### config.mk
export PLATFORM = sky130hd
export DESIGN_NAME = debounced_presence_detector
export DESIGN_NICKNAME = d
export VERILOG_FILES = /design/src/design/dpd_pkg.sv /design/src/design/debounced_presence_detector.sv
export SDC_FILE = /design/constraint.sdc
export NUM_CORES = 1
export LEC_CHECK = 0
export ABC_AREA = 1
export BUFFER_PORTS_ARGS = -buffer_cell sky130_fd_sc_hd__buf_2
export CAP_MARGIN = 20
export CORE_ASPECT_RATIO = 2
export CORE_UTILIZATION = 57
export DETAILED_ROUTE_END_ITERATION = 8
export PLACE_DENSITY = 0.89
export RECOVER_POWER = 25
export SETUP_SLACK_MARGIN = 0.15
export SLEW_MARGIN = 10
export SYNTH_ARGS = -nofsm -noshare
export SYNTH_HDL_FRONTEND = slang
export SYNTH_SLANG_ARGS = --single-unit
### constraint.sdc
create_clock -name clk -period 4.65 [get_ports clk]
set_clock_uncertainty 0.15 [all_clocks]
set_input_delay 0.2325 -clock clk [delete_from_list [all_inputs] [get_ports clk]]
set_output_delay 0.2325 -clock clk [all_outputs]
set_load 0.1 [all_outputs]
### src/design/dpd_pkg.sv
//------------------------------------------------------------------------------
// Presence detector package
// Register indexes, reset values and default parameters shared by the block.
//------------------------------------------------------------------------------
`timescale 1ns / 1ps

package dpd_pkg;

	// Default sample width
	localparam int unsigned SAMPLE_BITS_DEF = 18;

	// Configuration register widths
	localparam int unsigned OFFSET_BITS = 18;
	localparam int unsigned COUNT_BITS  = 4;
	localparam int unsigned CFG_DATA_BITS = 18;
	localparam int unsigned CFG_INDEX_BITS = 3;

	// Register reset values
	localparam logic [OFFSET_BITS-1:0] OFFSET_UP_RST    = 18'd9000;
	localparam logic [OFFSET_BITS-1:0] OFFSET_DOWN_RST  = 18'd6000;
	localparam logic [COUNT_BITS-1:0]  COUNT_LIMIT_RST  = 4'd5;
	localparam logic [COUNT_BITS-1:0]  CONFIRM_RST      = 4'd3;
	localparam logic [OFFSET_BITS-1:0] SPIKE_MARGIN_RST = 18'd4000;

	// Register indexes
	typedef enum logic [CFG_INDEX_BITS-1:0] {
		REG_OFFSET_UP     = 3'd0,
		REG_OFFSET_DOWN   = 3'd1,
		REG_COUNT_LIMIT   = 3'd2,
		REG_CONFIRM_COUNT = 3'd3,
		REG_SPIKE_MARGIN  = 3'd4
	} cfg_reg_t;

	typedef logic [COUNT_BITS-1:0] count_t;

endpackage

### src/design/debounced_presence_detector.sv
//------------------------------------------------------------------------------
// Debounced presence detector
// Hysteresis thresholds over a tracked baseline, debounce counters and
// baseline averaging, one sample per request.
//------------------------------------------------------------------------------
// The block takes one sample request per clock while the input is not stalled
// and returns one result per sample: a sample is captured in the input
// register, then the threshold compares, counter and presence update and the
// 7/8 baseline average run in one pass of logic into the result register and
// the state registers. The state feedback loop closes through the state
// registers alone, so consecutive samples follow back to back. The output
// register decouples the sides; the input stalls only while a result waits and
// the input register is full.
`timescale 1ns / 1ps

module debounced_presence_detector #(
	parameter int unsigned SAMPLE_BITS = dpd_pkg::SAMPLE_BITS_DEF
) (
	input  logic                               clk,
	input  logic                               arst_n,
	// configuration write port
	input  logic                               cfg_we,
	input  logic [dpd_pkg::CFG_INDEX_BITS-1:0] cfg_index,
	input  logic [dpd_pkg::CFG_DATA_BITS-1:0]  cfg_data,
	// sample channel
	input  logic                               in_valid,
	output logic                               in_stall,
	input  logic [SAMPLE_BITS-1:0]             sample,
	// result channel
	output logic                               out_valid,
	input  logic                               out_stall,
	output logic                               present,
	output logic                               arrived,
	output logic                               removed,
	output logic [SAMPLE_BITS-1:0]             baseline_level
);
	import dpd_pkg::*;

	// threshold width: baseline plus an offset, never wraps
	localparam int unsigned WIDE_BITS =
		((SAMPLE_BITS > OFFSET_BITS) ? SAMPLE_BITS : OFFSET_BITS) + 1;
	localparam int unsigned AVG_BITS = SAMPLE_BITS + 3;

	// configuration registers
	logic [OFFSET_BITS-1:0] offset_up_q;
	logic [OFFSET_BITS-1:0] offset_down_q;
	count_t                 count_limit_q;
	count_t                 confirm_q;
	logic [OFFSET_BITS-1:0] spike_margin_q;

	// detector state
	logic [SAMPLE_BITS-1:0] baseline_q;
	logic                   primed_q;
	count_t                 above_q;
	count_t                 below_q;
	logic                   presence_q;

	// input stage
	logic                   valid_s1;
	logic [SAMPLE_BITS-1:0] sample_s1;

	// result register
	logic                   out_valid_q;
	logic                   present_q;
	logic                   arrived_q;
	logic                   removed_q;
	logic [SAMPLE_BITS-1:0] level_q;

	logic                   advance;
	logic [WIDE_BITS-1:0]   upper;
	logic [WIDE_BITS-1:0]   lower;
	logic [WIDE_BITS-1:0]   spike_lim;
	logic [WIDE_BITS-1:0]   sample_w;
	logic [AVG_BITS-1:0]    avg_sum;
	count_t                 above_d;
	count_t                 below_d;
	logic                   presence_d;
	logic [SAMPLE_BITS-1:0] baseline_d;

	// handshake
	assign advance  = valid_s1 && !(out_valid_q && out_stall);
	assign in_stall = valid_s1 && out_valid_q && out_stall;

	// configuration writes
	always_ff @(posedge clk or negedge arst_n) begin
		if (!arst_n) begin
			offset_up_q    <= OFFSET_UP_RST;
			offset_down_q  <= OFFSET_DOWN_RST;
			count_limit_q  <= COUNT_LIMIT_RST;
			confirm_q      <= CONFIRM_RST;
			spike_margin_q <= SPIKE_MARGIN_RST;
		end else if (cfg_we) begin
			case (cfg_index)
				REG_OFFSET_UP:     offset_up_q    <= cfg_data[OFFSET_BITS-1:0];
				REG_OFFSET_DOWN:   offset_down_q  <= cfg_data[OFFSET_BITS-1:0];
				REG_COUNT_LIMIT:   count_limit_q  <= cfg_data[COUNT_BITS-1:0];
				REG_CONFIRM_COUNT: confirm_q      <= cfg_data[COUNT_BITS-1:0];
				REG_SPIKE_MARGIN:  spike_margin_q <= cfg_data[OFFSET_BITS-1:0];
				default: ;
			endcase
		end
	end

	// input register
	always_ff @(posedge clk or negedge arst_n) begin
		if (!arst_n) begin
			valid_s1 <= 1'b0;
		end else if (!in_stall) begin
			valid_s1 <= in_valid;
		end
	end

	always_ff @(posedge clk) begin
		if (in_valid && !in_stall) begin
			sample_s1 <= sample;
		end
	end

	// thresholds at full width
	always_comb begin
		sample_w  = WIDE_BITS'(sample_s1);
		upper     = WIDE_BITS'(baseline_q) + WIDE_BITS'(offset_up_q);
		lower     = WIDE_BITS'(baseline_q) + WIDE_BITS'(offset_down_q);
		spike_lim = WIDE_BITS'(baseline_q) + WIDE_BITS'(spike_margin_q);
		avg_sum   = (AVG_BITS'(baseline_q) << 3) - AVG_BITS'(baseline_q)
			+ AVG_BITS'(sample_s1);
	end

	// debounce counters and presence decision
	always_comb begin
		above_d = above_q;
		below_d = below_q;
		if (sample_w > upper) begin
			if (above_q < count_limit_q) above_d = above_q + 1'b1;
			below_d = '0;
		end else if (sample_w < lower) begin
			if (below_q < count_limit_q) below_d = below_q + 1'b1;
			above_d = '0;
		end
		presence_d = presence_q;
		if (!presence_d && above_d >= confirm_q) presence_d = 1'b1;
		if (presence_d && below_d >= confirm_q) presence_d = 1'b0;
	end

	// baseline tracking, only while absent
	always_comb begin
		baseline_d = baseline_q;
		if (!presence_d) begin
			if (!primed_q) begin
				baseline_d = sample_s1;
			end else if (sample_w < spike_lim) begin
				baseline_d = avg_sum[AVG_BITS-1:3];
			end
		end
	end

	// state update
	always_ff @(posedge clk or negedge arst_n) begin
		if (!arst_n) begin
			baseline_q <= '0;
			primed_q   <= 1'b0;
			above_q    <= '0;
			below_q    <= '0;
			presence_q <= 1'b0;
		end else if (advance) begin
			baseline_q <= baseline_d;
			if (!presence_d) primed_q <= 1'b1;
			above_q    <= above_d;
			below_q    <= below_d;
			presence_q <= presence_d;
		end
	end

	// result register
	always_ff @(posedge clk or negedge arst_n) begin
		if (!arst_n) begin
			out_valid_q <= 1'b0;
		end else if (advance) begin
			out_valid_q <= 1'b1;
		end else if (!out_stall) begin
			out_valid_q <= 1'b0;
		end
	end

	always_ff @(posedge clk) begin
		if (advance) begin
			present_q <= presence_d;
			arrived_q <= !presence_q && presence_d;
			removed_q <= presence_q && !presence_d;
			level_q   <= baseline_d;
		end
	end

	assign out_valid      = out_valid_q;
	assign present        = present_q;
	assign arrived        = arrived_q;
	assign removed        = removed_q;
	assign baseline_level = level_q;

`ifndef ASSERT_OFF
	// an edge flag always agrees with the reported presence
	assert property (@(posedge clk) disable iff (!arst_n)
		out_valid_q |-> !(arrived_q && !present_q) && !(removed_q && present_q))
		else $error("edge flag disagrees with presence");

	// the two debounce counters are never both running
	assert property (@(posedge clk) disable iff (!arst_n)
		!((above_q != '0) && (below_q != '0)))
		else $error("up and down counts both nonzero");

	// a sample held in the input stage is not dropped while the output stalls
	assert property (@(posedge clk) disable iff (!arst_n)
		(valid_s1 && out_valid_q && out_stall) |=> valid_s1 && $stable(sample_s1))
		else $error("input stage lost a sample under stall");

	// state only moves when a sample passes to the result register
	assert property (@(posedge clk) disable iff (!arst_n)
		!advance |=> $stable(presence_q) && $stable(above_q) && $stable(below_q))
		else $error("detector state changed without a sample");
`endif

endmodule
# Word level (Yosys, flattened, before mapping)
# Cells that the tools add are included.
dict set report word_totals {
  ff_bits 131
  out_inout_bits 23
  elab_cells 70
}
dict set report op_classes {
  n_addsub 7
  order_cmp 7
  eq_ne 5
  mux 13
  n_bitwise 1
  n_reduce_logical 20
}
# op count
set op_table {}
lappend op_table {{$add A18 B18 Y19} 3}
lappend op_table {{$mux W18} 3}
lappend op_table {{$lt A18 B19 Y1} 2}
lappend op_table {{$mux W4} 6}
lappend op_table {{$add A21 B18 Y21} 1}
lappend op_table {{$sub A21 B18 Y21} 1}
lappend op_table {{$gt A18 B19 Y1} 1}
lappend op_table {{$reduce_and A2 Y1} 6}
lappend op_table {{$logic_and A1 B1 Y1} 9}
lappend op_table {{$add A4 B1 Y4 const B} 2}
lappend op_table {{$ge A4 B4 Y1} 2}
lappend op_table {{$lt A4 B4 Y1} 2}
lappend op_table {{$eq A3 B2 Y1 const B} 2}
lappend op_table {{$logic_not A1 Y1} 4}
lappend op_table {{$mux W1} 4}
lappend op_table {{$eq A3 B1 Y1 const B} 1}
lappend op_table {{$eq A3 B3 Y1 const B} 1}
lappend op_table {{$logic_not A3 Y1} 1}
lappend op_table {{$ne A2 B1 Y1 const B} 1}
lappend op_table {{$not A1 Y1} 1}

# Logic depth before layout (Yosys ltp)
dict set report depth {
  ltp_word 11
  depth_mapped 41
  mapped_depth_nobuf 39
}

# Worst setup path before layout
# OpenSTA, ideal clock, no wires.
dict set report synth_timing {
  path_type {flip-flop to flip-flop}
  startpoint {reg baseline_q[0]}
  endpoint {reg level_q[0] (netlist: baseline_level[0]), data pin}
  setup_time_ns 0.272
  arrival_time_ns 4.507
  slack_ns -0.280
  path_stages_with_launch 32
  path_cell_list {dfrtp_1 > ha_1 > fa_1 > nand2_1 > nand2_1 > o21ai_2 > o21ai_2 > nand2_1 > nand2_2 > nand2_2 > nand2_4 > nand2_2 > nand2_4 > a31oi_1 > xor2_1 > ha_1 > nand2_1 > nor4_1 > a41oi_1 > nand3_2 > buf_6 > and3_1 > ha_1 > a21boi_0 > o21ai_0 > nand2_1 > a21oi_1 > nand2_1 > inv_2 > buf_2 > buf_1 > a22oi_1}
}
# item line
set synth_lines {}
lappend synth_lines {{from (decl)} debounced_presence_detector.sv:52} ;# logic [SAMPLE_BITS-1:0] baseline_q;
lappend synth_lines {{from (signal assigned)} debounced_presence_detector.sv:166} ;# baseline_q <= baseline_d;
lappend synth_lines {{$add A18 B18 Y19} debounced_presence_detector.sv:123} ;# lower = WIDE_BITS'(baseline_q) + WIDE_BITS'(offset_down_q);
lappend synth_lines {{$lt A18 B19 Y1} debounced_presence_detector.sv:136} ;# end else if (sample_w < lower) begin
lappend synth_lines {{$mux W4} debounced_presence_detector.sv:136}
lappend synth_lines {{$mux W4 (*)} debounced_presence_detector.sv:133} ;# if (sample_w > upper) begin
lappend synth_lines {{net below_d[1]} debounced_presence_detector.sv:76} ;# count_t below_d;
lappend synth_lines {{$ge A4 B4 Y1 (*)} debounced_presence_detector.sv:142} ;# if (presence_d && below_d >= confirm_q) presence_d = 1'b0;
lappend synth_lines {{$logic_and A1 B1 Y1 (*)} debounced_presence_detector.sv:142}
lappend synth_lines {{$mux W1 (*)} debounced_presence_detector.sv:142}
lappend synth_lines {{$mux W18 (*)} debounced_presence_detector.sv:148} ;# if (!presence_d) begin
lappend synth_lines {{net baseline_d[0]} debounced_presence_detector.sv:78} ;# logic [SAMPLE_BITS-1:0] baseline_d;
lappend synth_lines {{to (signal assigned)} debounced_presence_detector.sv:190} ;# level_q <= baseline_d;
lappend synth_lines {{to (decl)} debounced_presence_detector.sv:67} ;# logic [SAMPLE_BITS-1:0] level_q;
# The timed path passes the listed nets; every way through them passes the cells marked *.
# A chain may end at the register's enable or synchronous reset.

# Final worst setup path
dict set report layout_timing {
  startpoint {reg baseline_q[9]}
  endpoint {reg level_q[13] (netlist: baseline_level[13]), data pin}
}
dict set report layout_via {
  elab_chain_cells 10
}
# item line
set layout_lines {}
lappend layout_lines {{$add A18 B18 Y19} debounced_presence_detector.sv:123}
lappend layout_lines {{$lt A18 B19 Y1} debounced_presence_detector.sv:136}
lappend layout_lines {{$mux W4} debounced_presence_detector.sv:136}
lappend layout_lines {{$mux W4} debounced_presence_detector.sv:133}
lappend layout_lines {{$ge A4 B4 Y1} debounced_presence_detector.sv:141} ;# if (!presence_d && above_d >= confirm_q) presence_d = 1'b1;
lappend layout_lines {{$logic_and A1 B1 Y1} debounced_presence_detector.sv:141}
lappend layout_lines {{$mux W1} debounced_presence_detector.sv:141}
lappend layout_lines {{$logic_and A1 B1 Y1} debounced_presence_detector.sv:142}
lappend layout_lines {{$mux W1} debounced_presence_detector.sv:142}
lappend layout_lines {{$mux W18 (*)} debounced_presence_detector.sv:148}
lappend layout_lines {{net baseline_d[13]} debounced_presence_detector.sv:78}
# Marked as above.

==> metrics.yaml <==
status:
  status: "finished, violations left"
  violations: "capacitance limit, slew limit, setup timing"
cts:
  cts-root-buf: "clkbuf_16"
  clkSinkCount: 131
  path_clk_slew_ns: 0.07
  h-tree-depth: 4
  cts_buffers: 17
  cts_tree: "done"
  clk_path_buf_depth: 2
  clk_latency_ns: 0.48
finish:
  finalNonFillerCells: 1946
  finalInstanceArea_mm2: 0.01442
  diodes: 0
  syn_to_final_growth_pct: 29.23
  final_nets: 1878
  drive_gt1_frac: 0.2229
synthesis:
  async_flop_share: 0.7023
  synth_area_mm2: 0.01116
  synthTopCellsByCount: "358 x nand2_1, 200 x inv_1, 142 x ha_1"
  syn_nets: 1643
  ys_seq_area_frac: 0.3137
  syn_inst: 1439
  synth_edf_count: 39
  ys.flop_type: "dfrtp_1"
  synthTopCellsByArea: "ha_1 16%, dfrtp_1 16%, nand2_1 12%, edfxtp_1 10%, inv_1 6.7%"
  avgSynthCellArea_um2: 7.756
  synth.yosys.warnings: 0
  synth_largest_area_cell: "ha_1"
  yosysMostFrequentCell: "nand2_1"
  ys_types: 51
  synth_top_area_share: 0.1592
  synth-seq-cells: 131
setup_path:
  rrSetupSlack_ns: -0.65
  arrival_ns: 5.42
  crit_path_end_kind: "register"
  crit_required_ns: 4.77
  worst_setup_path_start_kind: "register"
  crit_fanout: 8
  criticalPathCategory: "reg2reg"
global_route:
  grt_pass1_vias: 12001
  grt_pass1_wl_um: 60210
  gr-total-overflow: 0
  grt_usage: 0.4111
  grt_max_degree: 49
  antenna_found_initial: 0
sta:
  tightest_slew_ns: 2.946
  finalMaxSlewViolations: 83
  hold_viol: 0
  min_period_ns: 5.301
  rsz0062_at_grt: "true"
  setup_viol: 41
  clock.fmax_mhz: 188.6
  fin_ws_ns: -0.6515
  max-slew-margin-rel: -0.9637
  post-route-period-util: 1.140
die:
  die_w_um: 100.9
  rows: 72
  initial_core_util: 0.5789
  fp.dieArea_mm2: 0.02018
  io_pins: 67
  core_area_mm2: 0.01928
  die_h_um: 199.9
route:
  drc: 0
  drt-total-wl_um: 41750
  routedWlPerCell_um: 21.46
  viasPerCell: 6.174
  final_antenna_net_count: 0
  via_count: 12015
  drt_iter0_markers: 1058
  drt_pass1_iterations: 8
placement:
  post_dp_cell_area_mm2: 0.01277
  gp_congestion: 1.047
  place_inst: 1861
  dp_hpwl_um: 27400
  portBuffers: 66
min_path:
  min_path_type: "in2reg"
flow_run:
  drv_cap: 2
==> sequential cells by signal, indices dropped and copies added (netlist names), 4 cells and up <==
register / flops
confirm_q: 4
sample_s1: 18
above_q: 4
count_limit_q: 4
offset_down_q: 18
spike_margin_q: 18
baseline_level: 18
offset_up_q: 18
baseline_q: 18
below_q: 4
==> logic make-up after synthesis <==
group | after synthesis | share of synthesized area
and+or+nand+nor | 578 | 0.2226
AOI/OAI and AO/OA | 272 | 0.1392
buffers and inverters | 231 | 0.08005
adders and majority gates | 160 | 0.1915
DFF | 131 | 0.3137
xor gates and xnor gates | 65 | 0.05101
muxes | 2 | 0.001906
==> stage by stage <==
| step | setup slack (ns) | utilization | setup TNS, ns | hold slack, ns |
|---|---|---|---|---|
| finish | -0.6515 | 0.7481 | -22.46 | 0.06021 |
| detailed placement | -0.5882 | 0.6623 | -21.51 | 0.1427 |
| floorplan | 0.06557 | - | 0 | -0.2131 |
| global placement | -0.4245 | 0.6623 | -15.41 | 0.1280 |
| global route | -0.8484 | 0.7481 | -29.46 | 0.08465 |
| CTS | -0.4069 | 0.7338 | -14.90 | 0.04189 |
==> final timing paths <==
check / start / endpoint / cells past startpoint
min reg2reg: offset_down_q[10] / offset_down_q[10] / 2
min in group asynchronous: arst_n / baseline_q[14] / 2
max in group asynchronous: arst_n / baseline_q[2] / 2
max reg2reg: baseline_q[9] / baseline_level[13] / 24
max: baseline_q[9] / baseline_level[13] / 24
min: cfg_index[1] / count_limit_q[2] / 3
==> cells in the final DEF (no fill, tap or decap), types with 32 or more instances in the layout <==
cell type,instances
a21oi_1,76
buf_2,61
buf_4,123
dfrtp_1,67
dlygate4sd3_1,35
edfxtp_1,39
ha_1,136
inv_1,193
nand2_1,336
nand3_1,97
nor2_1,48
o21ai_0,85
xnor2_1,32
xor2_1,32
==> final cells by class <==
| type | count | area [µm²] |
|---|---|---|
| Clock buffer | 19 | 454.2 |
| Fill cell | 1352 | 4856 |
| Tap cell | 259 | 324.1 |
| Clock inverter | 13 | 150.1 |
| Timing Repair inverter | 2 | 31.28 |
| Timing Repair Buffer | 238 | 1852 |
| Multi-Input combinational cell | 1077 | 7317 |
| Sequential cell | 131 | 3505 |
| Inverter | 207 | 789.5 |
==> worst max-delay path, cell delays in order, from the launching register on <==
cell and delay [ns]:
dfrtp_1 0.44, ha_1 0.33, nand4_1 0.22, nor4_1 0.23, buf_4 0.21, nand4_1 0.28
nand3_1 0.24, xor2_1 0.09, ha_1 0.32, nand2_2 0.13, nor4_4 0.27, a41oi_2 0.22
buf_4 0.20, nand4_1 0.10, nand2_2 0.07, inv_2 0.06, ha_4 0.18, o21a_1 0.18
o21a_1 0.17, o21ai_1 0.13, nand2_1 0.09, nand2_2 0.13, inv_8 0.08, bufbuf_16 0.29
a22oi_1 0.28
==> timing repair <==
action / 4_1_cts / 5_1_grt
hold buffers: 35 / 0
endpoints found under the setup margin: 41 / 41
setup buffers: 8 / 3
endpoints found under the hold margin: 105 / 0
gates resized for setup: 58 / 58
pin swaps: 18 / 22
gates cloned: 4 / 2
==> routing by layer <==
metal,global-route usage,up-vias,wire length [µm]
li1,-,5303,-
met1,0.3945,5488,12720
met2,0.6857,832,19760
met3,0.1233,390,4068
met4,0.3994,2,5159
met5,0,-,46
Power is not shown: default switching activity piles up to over one toggle a cycle in this logic, so the estimate is an artifact.
